[config.mk]
export PLATFORM = sky130hd
export DESIGN_NAME = histogram_chi_distance
export DESIGN_NICKNAME = d
export VERILOG_FILES = /design/src/hcd_pkg.sv /design/src/hcd_ctrl.sv /design/src/hcd_dp.sv /design/src/histogram_chi_distance.sv
export SDC_FILE = /design/constraint.sdc
export NUM_CORES = 2
export LEC_CHECK = 0
export BUFFER_PORTS_ARGS = -buffer_cell sky130_fd_sc_hd__buf_2
export CORE_MARGIN = 2
export CORE_UTILIZATION = 42
export CTS_CLUSTER_SIZE = 28
export DETAILED_ROUTE_END_ITERATION = 10
export SLEW_MARGIN = 0
export SYNTH_ARGS = -nofsm -noshare
export SYNTH_HDL_FRONTEND = slang
export SYNTH_SLANG_ARGS = --single-unit
[constraint.sdc]
create_clock -name clock -period 18.8 [get_ports clock]
set_clock_uncertainty 0.15 [all_clocks]
set_input_delay 2.82 -clock clock [delete_from_list [all_inputs] [get_ports clock]]
set_output_delay 2.82 -clock clock [all_outputs]
set_load 0.005 [all_outputs]
[src/hcd_pkg.sv]
// Shared types, codes and constants of the histogram chi distance block.
`timescale 1ns / 1ps
package hcd_pkg;

   localparam int MAX_CHANNELS_DEFAULT = 16384;
   localparam int BIN_WIDTH_DEFAULT    = 32;

   localparam int BIN_BITS   = 32;
   localparam int RANGE_BITS = 14;
   localparam int COUNT_BITS = 15;
   localparam int DIST_BITS  = 32;
   localparam int SUM_BITS   = 64;
   localparam int ROOT_BITS  = 44;
   localparam int CNT_BITS   = 6;

   // two quotient bits per divider step, one root or quotient bit per step after
   localparam int DIV_STEPS  = 32;
   localparam int ROOT_STEPS = 44;
   localparam int QDIV_STEPS = 44;

   localparam logic [1:0] STATUS_OK        = 2'd0;
   localparam logic [1:0] STATUS_BAD_RANGE = 2'd1;
   localparam logic [1:0] STATUS_SHORT     = 2'd2;
   localparam logic [1:0] STATUS_NO_BINS   = 2'd3;

   localparam logic REG_RANGE_LOW  = 1'b0;
   localparam logic REG_RANGE_HIGH = 1'b1;

   typedef enum logic [2:0] {
      ST_IDLE,
      ST_MUL,
      ST_DIV,
      ST_ACC,
      ST_SQRT,
      ST_QDIV,
      ST_OUT
   } state_type;

   typedef struct packed {
      logic take;
      logic mul;
      logic div_step;
      logic acc;
      logic sqrt_init;
      logic sqrt_step;
      logic qdiv_init;
      logic qdiv_step;
      logic out_load;
   } cmd_type;

   typedef struct packed {
      logic used;
      logic last;
      logic ok_now;
      logic last_held;
      logic ok_held;
      logic out_free;
   } sts_type;

endpackage

[src/hcd_ctrl.sv]
// Controller state machine sequencing bin intake, term division and the final root.
`timescale 1ns / 1ps
module hcd_ctrl (
   input  logic             clock,
   input  logic             reset,
   input  logic             req_valid,
   output logic             req_ready,
   input  hcd_pkg::sts_type sts,
   output hcd_pkg::cmd_type cmd
);

   hcd_pkg::state_type state_ff, state_in;
   logic [hcd_pkg::CNT_BITS-1:0] cnt_ff, cnt_in;
   logic div_end, root_end, qdiv_end;

   assign div_end  = (cnt_ff == hcd_pkg::CNT_BITS'(hcd_pkg::DIV_STEPS - 1));
   assign root_end = (cnt_ff == hcd_pkg::CNT_BITS'(hcd_pkg::ROOT_STEPS - 1));
   assign qdiv_end = (cnt_ff == hcd_pkg::CNT_BITS'(hcd_pkg::QDIV_STEPS - 1));

   always_comb begin
      state_in = state_ff;
      unique case (state_ff)
         hcd_pkg::ST_IDLE: begin
            if (req_valid) begin
               if (sts.used) state_in = hcd_pkg::ST_MUL;
               else if (sts.last) state_in = sts.ok_now ? hcd_pkg::ST_SQRT : hcd_pkg::ST_OUT;
            end
         end
         hcd_pkg::ST_MUL:  state_in = hcd_pkg::ST_DIV;
         hcd_pkg::ST_DIV:  if (div_end) state_in = hcd_pkg::ST_ACC;
         hcd_pkg::ST_ACC: begin
            if (sts.last_held) state_in = sts.ok_held ? hcd_pkg::ST_SQRT : hcd_pkg::ST_OUT;
            else state_in = hcd_pkg::ST_IDLE;
         end
         hcd_pkg::ST_SQRT: if (root_end) state_in = hcd_pkg::ST_QDIV;
         hcd_pkg::ST_QDIV: if (qdiv_end) state_in = hcd_pkg::ST_OUT;
         hcd_pkg::ST_OUT:  if (sts.out_free) state_in = hcd_pkg::ST_IDLE;
         default:          state_in = hcd_pkg::ST_IDLE;
      endcase
   end

   // restart the step count on every state change
   always_comb begin
      cnt_in = (state_in != state_ff) ? '0 : cnt_ff + 1'b1;
   end

   always_comb begin
      cmd = '0;
      req_ready = 1'b0;
      unique case (state_ff)
         hcd_pkg::ST_IDLE: begin
            req_ready     = 1'b1;
            cmd.take      = req_valid;
            cmd.sqrt_init = req_valid && !sts.used && sts.last && sts.ok_now;
         end
         hcd_pkg::ST_MUL:  cmd.mul = 1'b1;
         hcd_pkg::ST_DIV:  cmd.div_step = 1'b1;
         hcd_pkg::ST_ACC: begin
            cmd.acc       = 1'b1;
            cmd.sqrt_init = sts.last_held && sts.ok_held;
         end
         hcd_pkg::ST_SQRT: begin
            cmd.sqrt_step = 1'b1;
            cmd.qdiv_init = root_end;
         end
         hcd_pkg::ST_QDIV: cmd.qdiv_step = 1'b1;
         hcd_pkg::ST_OUT:  cmd.out_load = sts.out_free;
         default:          cmd = '0;
      endcase
   end

   always_ff @(posedge clock) begin
      if (reset) begin
         state_ff <= hcd_pkg::ST_IDLE;
         cnt_ff   <= '0;
      end else begin
         state_ff <= state_in;
         cnt_ff   <= cnt_in;
      end
   end

endmodule

[src/hcd_dp.sv]
// Datapath: bin intake, squared difference, serial divider, sum, square root and count divider.
`timescale 1ns / 1ps
module hcd_dp #(
   parameter int MAX_CHANNELS = hcd_pkg::MAX_CHANNELS_DEFAULT,
   parameter int BIN_WIDTH    = hcd_pkg::BIN_WIDTH_DEFAULT
) (
   input  logic                               clock,
   input  logic                               reset,
   input  logic [hcd_pkg::BIN_BITS-1:0]       req_measured_bin,
   input  logic [hcd_pkg::BIN_BITS-1:0]       req_reference_bin,
   input  logic                               req_last_bin,
   input  logic [hcd_pkg::RANGE_BITS-1:0]     range_low,
   input  logic [hcd_pkg::RANGE_BITS-1:0]     range_high,
   input  hcd_pkg::cmd_type                   cmd,
   output hcd_pkg::sts_type                   sts,
   output logic                               rsp_valid,
   input  logic                               rsp_ready,
   output logic [hcd_pkg::DIST_BITS-1:0]      rsp_distance,
   output logic [1:0]                         rsp_status,
   output logic [hcd_pkg::COUNT_BITS-1:0]     rsp_used_bins
);

   localparam int CW  = $clog2(MAX_CHANNELS + 1);
   localparam int XW  = (CW > hcd_pkg::RANGE_BITS) ? CW : hcd_pkg::RANGE_BITS;
   localparam int EBW = (BIN_WIDTH < hcd_pkg::BIN_BITS) ? BIN_WIDTH : hcd_pkg::BIN_BITS;
   localparam logic [hcd_pkg::BIN_BITS-1:0] BIN_MASK =
      {hcd_pkg::BIN_BITS{1'b1}} >> (hcd_pkg::BIN_BITS - EBW);
   localparam logic [XW-1:0] MAX_X = XW'(MAX_CHANNELS);
   localparam logic [CW-1:0] MAX_C = CW'(MAX_CHANNELS);

   localparam int BB = hcd_pkg::BIN_BITS;
   localparam int SB = hcd_pkg::SUM_BITS;
   localparam int RB = hcd_pkg::ROOT_BITS;
   localparam int QB = hcd_pkg::COUNT_BITS;
   localparam int RADB = SB + 24;
   localparam int RREMB = RB + 2;

   // bin intake
   logic [CW-1:0] idx_ff, idx_in;
   logic [BB-1:0] m_w, r_w;
   logic [XW-1:0] idx_x, low_x, high_x;
   logic          in_range;
   logic [QB-1:0] count_ff, count_in, count_after;
   logic [1:0]    status_now, status_ff, status_in;
   logic          last_ff, last_in;
   logic [BB-1:0] d_ff, d_in, r_ff, r_in;

   // term divider
   logic [SB-1:0] num_ff, num_in;
   logic [BB-1:0] rem_ff, rem_in;

   // accumulator
   logic [SB-1:0] sum_ff, sum_in;
   logic [SB:0]   sum_wide;

   // root
   logic [RADB-1:0]  rad_ff, rad_in;
   logic [RREMB-1:0] rrem_ff, rrem_in;
   logic [RB-1:0]    root_ff, root_in;

   // count divider
   logic [RB-1:0] qnum_ff, qnum_in;
   logic [QB-1:0] qrem_ff, qrem_in;

   logic                          rsp_valid_ff, rsp_valid_in;
   logic [hcd_pkg::DIST_BITS-1:0] dist_ff, dist_in;
   logic [1:0]                    rstat_ff, rstat_in;
   logic [QB-1:0]                 rused_ff, rused_in;

   assign m_w    = req_measured_bin & BIN_MASK;
   assign r_w    = req_reference_bin & BIN_MASK;
   assign idx_x  = XW'(idx_ff);
   assign low_x  = XW'(range_low);
   assign high_x = XW'(range_high);
   assign in_range = (idx_x < MAX_X) && (idx_x >= low_x) && (idx_x <= high_x);
   assign count_after = count_ff + QB'(in_range && (r_w != '0));

   always_comb begin
      if (range_low >= range_high) status_now = hcd_pkg::STATUS_BAD_RANGE;
      else if ((idx_x < high_x) || (high_x >= MAX_X)) status_now = hcd_pkg::STATUS_SHORT;
      else if (count_after == '0) status_now = hcd_pkg::STATUS_NO_BINS;
      else status_now = hcd_pkg::STATUS_OK;
   end

   assign sts.used      = in_range && (r_w != '0);
   assign sts.last      = req_last_bin;
   assign sts.ok_now    = (status_now == hcd_pkg::STATUS_OK);
   assign sts.last_held = last_ff;
   assign sts.ok_held   = (status_ff == hcd_pkg::STATUS_OK);
   assign sts.out_free  = !rsp_valid_ff || rsp_ready;

   always_comb begin
      idx_in    = idx_ff;
      count_in  = count_ff;
      status_in = status_ff;
      last_in   = last_ff;
      d_in      = d_ff;
      r_in      = r_ff;
      if (cmd.take) begin
         d_in      = (m_w > r_w) ? m_w - r_w : r_w - m_w;
         r_in      = r_w;
         last_in   = req_last_bin;
         status_in = status_now;
         count_in  = count_after;
         if (req_last_bin) idx_in = '0;
         else if (idx_ff < MAX_C) idx_in = idx_ff + 1'b1;
      end
      if (cmd.out_load) count_in = '0;
   end

   // restoring divide of the squared difference by the reference, two bits a step
   always_comb begin
      logic [BB-1:0] rem_t;
      logic [SB-1:0] num_t;
      logic [BB:0]   trial;
      rem_t = rem_ff;
      num_t = num_ff;
      for (int k = 0; k < 2; k++) begin
         trial = {rem_t, num_t[SB-1]};
         if (trial >= {1'b0, r_ff}) begin
            rem_t = BB'(trial - {1'b0, r_ff});
            num_t = {num_t[SB-2:0], 1'b1};
         end else begin
            rem_t = trial[BB-1:0];
            num_t = {num_t[SB-2:0], 1'b0};
         end
      end
      num_in = num_ff;
      rem_in = rem_ff;
      if (cmd.mul) begin
         num_in = SB'(d_ff) * SB'(d_ff);
         rem_in = '0;
      end else if (cmd.div_step) begin
         num_in = num_t;
         rem_in = rem_t;
      end
   end

   // saturating accumulate of the quotient
   assign sum_wide = {1'b0, sum_ff} + {1'b0, num_ff};
   always_comb begin
      sum_in = sum_ff;
      if (cmd.acc) sum_in = sum_wide[SB] ? {SB{1'b1}} : sum_wide[SB-1:0];
      if (cmd.out_load) sum_in = '0;
   end

   // digit-by-digit square root of sum scaled by 2^24
   always_comb begin
      logic [RREMB+1:0] trial;
      logic [RREMB+1:0] test;
      trial   = {rrem_ff, rad_ff[RADB-1 -: 2]};
      test    = (RREMB + 2)'({root_ff, 2'b01});
      rad_in  = rad_ff;
      rrem_in = rrem_ff;
      root_in = root_ff;
      if (cmd.sqrt_init) begin
         rad_in  = {sum_in, 24'd0};
         rrem_in = '0;
         root_in = '0;
      end else if (cmd.sqrt_step) begin
         rad_in = {rad_ff[RADB-3:0], 2'b00};
         if (trial >= test) begin
            rrem_in = RREMB'(trial - test);
            root_in = {root_ff[RB-2:0], 1'b1};
         end else begin
            rrem_in = trial[RREMB-1:0];
            root_in = {root_ff[RB-2:0], 1'b0};
         end
      end
   end

   // divide the root by the used count, one bit a step
   always_comb begin
      logic [QB:0] trial;
      trial   = {qrem_ff, qnum_ff[RB-1]};
      qnum_in = qnum_ff;
      qrem_in = qrem_ff;
      if (cmd.qdiv_init) begin
         qnum_in = root_in;
         qrem_in = '0;
      end else if (cmd.qdiv_step) begin
         if (trial >= {1'b0, count_ff}) begin
            qrem_in = QB'(trial - {1'b0, count_ff});
            qnum_in = {qnum_ff[RB-2:0], 1'b1};
         end else begin
            qrem_in = trial[QB-1:0];
            qnum_in = {qnum_ff[RB-2:0], 1'b0};
         end
      end
   end

   always_comb begin
      rsp_valid_in = rsp_valid_ff;
      dist_in      = dist_ff;
      rstat_in     = rstat_ff;
      rused_in     = rused_ff;
      if (rsp_valid_ff && rsp_ready) rsp_valid_in = 1'b0;
      if (cmd.out_load) begin
         rsp_valid_in = 1'b1;
         rstat_in     = status_ff;
         rused_in     = count_ff;
         if (status_ff != hcd_pkg::STATUS_OK) dist_in = '0;
         else if (qnum_ff[RB-1:hcd_pkg::DIST_BITS] != '0) dist_in = '1;
         else dist_in = qnum_ff[hcd_pkg::DIST_BITS-1:0];
      end
   end

   always_ff @(posedge clock) begin
      if (reset) begin
         idx_ff       <= '0;
         count_ff     <= '0;
         sum_ff       <= '0;
         status_ff    <= hcd_pkg::STATUS_OK;
         last_ff      <= 1'b0;
         rsp_valid_ff <= 1'b0;
      end else begin
         idx_ff       <= idx_in;
         count_ff     <= count_in;
         sum_ff       <= sum_in;
         status_ff    <= status_in;
         last_ff      <= last_in;
         rsp_valid_ff <= rsp_valid_in;
      end
   end

   always_ff @(posedge clock) begin
      d_ff    <= d_in;
      r_ff    <= r_in;
      num_ff  <= num_in;
      rem_ff  <= rem_in;
      rad_ff  <= rad_in;
      rrem_ff <= rrem_in;
      root_ff <= root_in;
      qnum_ff <= qnum_in;
      qrem_ff <= qrem_in;
      dist_ff <= dist_in;
      rstat_ff <= rstat_in;
      rused_ff <= rused_in;
   end

   assign rsp_valid     = rsp_valid_ff;
   assign rsp_distance  = dist_ff;
   assign rsp_status    = rstat_ff;
   assign rsp_used_bins = rused_ff;

   a_clear_after_load: assert property (@(posedge clock) disable iff (reset)
      cmd.out_load |=> (count_ff == '0) && (sum_ff == '0))
      else $error("accumulation not cleared after result load");

   a_error_zero_dist: assert property (@(posedge clock) disable iff (reset)
      (rsp_valid_ff && (rstat_ff != hcd_pkg::STATUS_OK)) |-> (dist_ff == '0))
      else $error("nonzero distance with error status");

   a_index_restart: assert property (@(posedge clock) disable iff (reset)
      (cmd.take && req_last_bin) |=> (idx_ff == '0))
      else $error("channel index not restarted after last bin");

   a_load_when_free: assert property (@(posedge clock) disable iff (reset)
      cmd.out_load |-> (!rsp_valid_ff || rsp_ready))
      else $error("result loaded over a pending transaction");

endmodule

[src/histogram_chi_distance.sv]
// Top level: configuration registers, controller and datapath of the chi distance block.
//
// channel  direction  handshake                 payload
// req      in         req_valid / req_ready     measured_bin, reference_bin, last_bin
// rsp      out        rsp_valid / rsp_ready     distance, status, used_bins
// csr      in         psel/penable/pwrite       range_low at 0x0, range_high at 0x4
//
// A bin outside the range or with zero reference is taken in idle; a used bin goes
// through a multiply, the two-bit divider steps and an accumulate.
// A last bin with ok status adds the root steps and the count divider steps,
// and every last bin then loads the result register.
// Synchronous reset clears the index, the sum, the count and the result valid.
// A waiting result holds the block only when the next result is ready to load.
`timescale 1ns / 1ps
module histogram_chi_distance #(
   parameter int MAX_CHANNELS = hcd_pkg::MAX_CHANNELS_DEFAULT,
   parameter int BIN_WIDTH    = hcd_pkg::BIN_WIDTH_DEFAULT
) (
   input  logic                           clock,
   input  logic                           reset,
   input  logic                           req_valid,
   output logic                           req_ready,
   input  logic [hcd_pkg::BIN_BITS-1:0]   req_measured_bin,
   input  logic [hcd_pkg::BIN_BITS-1:0]   req_reference_bin,
   input  logic                           req_last_bin,
   output logic                           rsp_valid,
   input  logic                           rsp_ready,
   output logic [hcd_pkg::DIST_BITS-1:0]  rsp_distance,
   output logic [1:0]                     rsp_status,
   output logic [hcd_pkg::COUNT_BITS-1:0] rsp_used_bins,
   input  logic                           csr_psel,
   input  logic                           csr_penable,
   input  logic                           csr_pwrite,
   input  logic [2:0]                     csr_paddr,
   input  logic [31:0]                    csr_pwdata,
   output logic [31:0]                    csr_prdata,
   output logic                           csr_pready
);

   logic [hcd_pkg::RANGE_BITS-1:0] low_ff, low_in, high_ff, high_in;
   logic                           wr_en;
   hcd_pkg::cmd_type               cmd;
   hcd_pkg::sts_type               sts;

   assign csr_pready = 1'b1;
   assign wr_en = csr_psel && csr_penable && csr_pwrite;

   always_comb begin
      low_in  = low_ff;
      high_in = high_ff;
      if (wr_en) begin
         unique case (csr_paddr[2])
            hcd_pkg::REG_RANGE_LOW:  low_in  = csr_pwdata[hcd_pkg::RANGE_BITS-1:0];
            hcd_pkg::REG_RANGE_HIGH: high_in = csr_pwdata[hcd_pkg::RANGE_BITS-1:0];
            default: ;
         endcase
      end
   end

   always_comb begin
      unique case (csr_paddr[2])
         hcd_pkg::REG_RANGE_LOW:  csr_prdata = 32'(low_ff);
         hcd_pkg::REG_RANGE_HIGH: csr_prdata = 32'(high_ff);
         default:                 csr_prdata = '0;
      endcase
   end

   always_ff @(posedge clock) begin
      if (reset) begin
         low_ff  <= '0;
         high_ff <= '1;
      end else begin
         low_ff  <= low_in;
         high_ff <= high_in;
      end
   end

   hcd_ctrl u_ctrl (
      .clock     (clock),
      .reset     (reset),
      .req_valid (req_valid),
      .req_ready (req_ready),
      .sts       (sts),
      .cmd       (cmd)
   );

   hcd_dp #(
      .MAX_CHANNELS (MAX_CHANNELS),
      .BIN_WIDTH    (BIN_WIDTH)
   ) u_dp (
      .clock             (clock),
      .reset             (reset),
      .req_measured_bin  (req_measured_bin),
      .req_reference_bin (req_reference_bin),
      .req_last_bin      (req_last_bin),
      .range_low         (low_ff),
      .range_high        (high_ff),
      .cmd               (cmd),
      .sts               (sts),
      .rsp_valid         (rsp_valid),
      .rsp_ready         (rsp_ready),
      .rsp_distance      (rsp_distance),
      .rsp_status        (rsp_status),
      .rsp_used_bins     (rsp_used_bins)
   );

endmodule

==> results.md <==
* Status: finished, final reports clean
* Hold_sp: u_dp.root_ff[11]
* Register area share after synthesis at 21.0%
* I/O Pins at 191
* Routed wire length at 180000 um
* Layout area overhead at 7.58%
* YS warnings at 0
* Number of vias per cell at 5.37
* DR iter-0 viols at 3752
* Area leader, netlist: fa_1
* RR Startpoint: u_dp.d_ff[7]
* Worst reg2reg endpoint: u_dp.num_ff[52]
* Reg-to-reg slack, setup at 9.01 ns
* CP Launch Type: register
* Hold Vio Cnt, Final at 0
* Initial core utilization at a little over two fifths
* Die area at ~160000 um2
* Die extent in y at approximately 400 um
* Skew-Pair Late Insertion Delay at 0.70 ns
* Post CTS Setup Buffer Count at 0
* Setup crit end kind: register
* Cell Area, Synth at 66600 um2
* DIE WIDTH at 402 um
* Async set-or-reset flop fraction in the synthesized netlist at 0%
* Final worst hold slack at 0.281 ns
* PortBufs at 151
* Post-cts sizing count at 0
* Worst hold path class: reg -> reg
* Fin crit share at 52.1%
* # nets final at 8971
* Final setup fails at 0
* Initial antenna violation count at 9
* Number of synthesized flops with an enable pin at 285
* Synth top area cells: fa_1 24%, edfxtp_1 13%, ha_1 11%
* Max Cap Viol at 0
* Worst EP arrival at ~10 ns
* Post-Synthesis Cells at 7513
* Hold Path Depth at 2
* Worst Max-Slew Pin Slew at 1.15 ns
* Root buffer cell: clkbuf_16
* Multi-input gate area at 46400 um2
* Fin cells at 9599
* RSZ-0062 raised after global routing: false
* Drt drc at 0
* Dpl cells at 9466
* Distinct cells, synth at 99
* CTS buffer count at 69
* Worst-path maximum fanout at 25
* Slew Viols, Final at 0
* Share of cells above drive strength 1 at under 10%
* H-tree levels at 3
* Worst Hold Path EP: u_dp.root_ff[12]
* Avg WL per Cell at ~19 um
* R2R cell count at 27
* CTS tree: yes
* WP data required at 19.03 ns
* Vias in the first global route at 52900
* Iteration count of the initial detailed-routing pass at 6
* Via Count at roughly 52000
* Largest net degree at the start of global routing at 93
* Detail Placement HPWL at 138000 um
* Gr ovfl total at 0
* Minimum clock period at 9.79 ns
* Post-DRT Antenna Nets at 0
* Register area at 14000 um2
* TNS Setup at 0 ns
* Synthesized flop and latch total at approximately 560
* Longest Clk Path Bufs at 3
* Num rows at 146
* All-Layer GR Usage at approximately 22%
* Headroom to the max-slew limit at a little under a quarter
* Core footprint at approximately 160000 um2
* Post-synth top area share at 24.3%
* Fmax at around 100 MHz
* GPL Wtd Cong at 0.916
* Cts hold-fix bufs at 0
* Filler cell count at 15400
* CTS Sinks at 557
* Clock Pin Slew Worst Setup and Hold Paths at approximately 0.06 ns
* First-pass GRT wire length at 289000 um
* Final Core Density at around 45%
* Average size of a mapped cell at 8.86 um2
* CP Class: reg -> reg
* Synth Flop Type: edfxtp_1
-- critical path, stage by stage (launching register included) --
cell,delay [ns]
edfxtp_1,0.32
buf_4,0.41
clkinv_1,0.58
nor2_1,0.35
fa_1,0.53
fa_1,0.53
fa_1,0.52
inv_1,0.06
fa_1,0.53
inv_1,0.05
ha_1,0.29
ha_1,0.34
fa_1,0.55
inv_1,0.05
fa_1,0.52
inv_1,0.04
ha_1,0.37
a211oi_1,0.32
o21ai_1,0.15
a2111oi_0,0.38
a2bb2oi_1,0.52
o21a_1,0.31
o21a_1,0.26
o21ai_1,0.12
a211oi_1,0.36
nor2_1,0.08
a2111oi_0,0.63
o31ai_1,0.13
-- layout make-up --
cell class / instances / area share [%]
Tap cell: 2072 / 3.62
Inverter: 1306 / 6.85
Clock inverter: 38 / 0.877
Sequential cell: 557 / 19.6
Clock buffer: 90 / 2.65
Multi-Input combinational cell: 5318 / 64.7
Antenna cell: 5 / 0.0175
Timing Repair Buffer: 213 / 1.71
-- Yosys cell counts (190+ instances only) --
library cell and count:
inv_1 1300, fa_1 808, nand2_1 764, ha_1 591, nor2_1 384, a21oi_1 354, o21ai_0 343, edfxtp_1 285
clkbuf_1 272, dfxtp_1 272, and2_1 240, a21o_1 190
-- worst max path at each step --
stage | startpoint | end | slack [ns] | cells past startpoint
after floorplan | u_dp.d_ff[5] | u_dp.num_ff[52] | 10.43 | 29
after global placement | req_reference_bin[30] | u_dp.rad_ff[86] | 9.08 | 21
after detailed placement | u_dp.d_ff[7] | u_dp.num_ff[61] | 9.15 | 26
after CTS | u_dp.d_ff[7] | u_dp.num_ff[61] | 9.09 | 26
after global routing | u_dp.d_ff[7] | u_dp.num_ff[52] | 8.66 | 27
final | u_dp.d_ff[7] | u_dp.num_ff[52] | 9.01 | 27
-- per-layer routing --
metal / GRT usage, % / wire length [um] / vias up
met5: 0 / 45 / -
met4: 5.84 / 4590 / 8
met3: 3.76 / 10700 / 247
met2: 37.4 / 85000 / 1274
met1: 29.7 / 80100 / 25300
li1: - / - / 24700
-- cells in the final DEF (no fill, tap or decap), drive strengths merged, types with 19 or more instances in the layout --
cell / n
a211oi: 59
a21o: 190
a21oi: 354
a31o: 20
a31oi: 88
and2: 241
and3: 31
buf: 213
clkbuf: 90
clkinv: 25
conb: 19
dfxtp: 272
edfxtp: 285
fa: 808
ha: 591
inv: 1306
mux2: 29
mux2i: 73
nand2: 765
nand2b: 43
nand3: 145
nand4: 84
nor2: 385
nor2b: 41
nor3: 178
nor4: 26
o211ai: 43
o21a: 43
o21ai: 380
o21bai: 57
o31ai: 75
or2: 21
or3: 20
xnor2: 177
xor2: 133
-- logic make-up after synthesis --
family | share of synthesized area, %
and+or+nand+nor | 14.2
buffers and inverters | 9.55
AOI/OAI and AO/OA | 14.1
adders and majority gates | 35.4
DFF | 21.0
xor gates and xnor gates | 4.08
muxes | 1.59
other | 0.0113
-- flip-flops by register name, indices dropped and copies added, names as in the netlist --
| signal | cells |
|---|---|
| u_dp.rem_ff | 32 |
| u_ctrl.state_ff | 3 |
| high_ff | 14 |
| u_dp.qrem_ff | 15 |
| u_dp.qnum_ff | 44 |
| low_ff | 14 |
| u_dp.d_ff | 32 |
| u_dp.rsp_used_bins | 15 |
| u_dp.num_ff | 64 |
| u_dp.r_ff | 32 |
| u_dp.count_ff | 15 |
| u_dp.status_ff | 2 |
| u_dp.rsp_distance | 32 |
| u_dp.idx_ff | 15 |
| u_dp.sum_ff | 64 |
| u_dp.root_ff | 44 |
| u_ctrl.cnt_ff | 6 |
| u_dp.rad_ff | 64 |
| u_dp.last_ff | 1 |
| u_dp.rsp_status | 2 |
| u_dp.rsp_valid | 1 |
| u_dp.rrem_ff | 46 |
-- stage by stage --
stage / worst slack [ns] / instance area, um2
2_1_floorplan: 10.43 / 66600
3_3_place_gp: 9.08 / 69100
3_5_place_dp: 9.15 / 69100
4_1_cts: 9.09 / 71600
5_1_grt: 8.66 / 71600
6_report: 9.01 / 71600
Power is left out: the tool's default activity adds up to more than one toggle a clock period on the data nets, which glitch-free logic cannot reach.
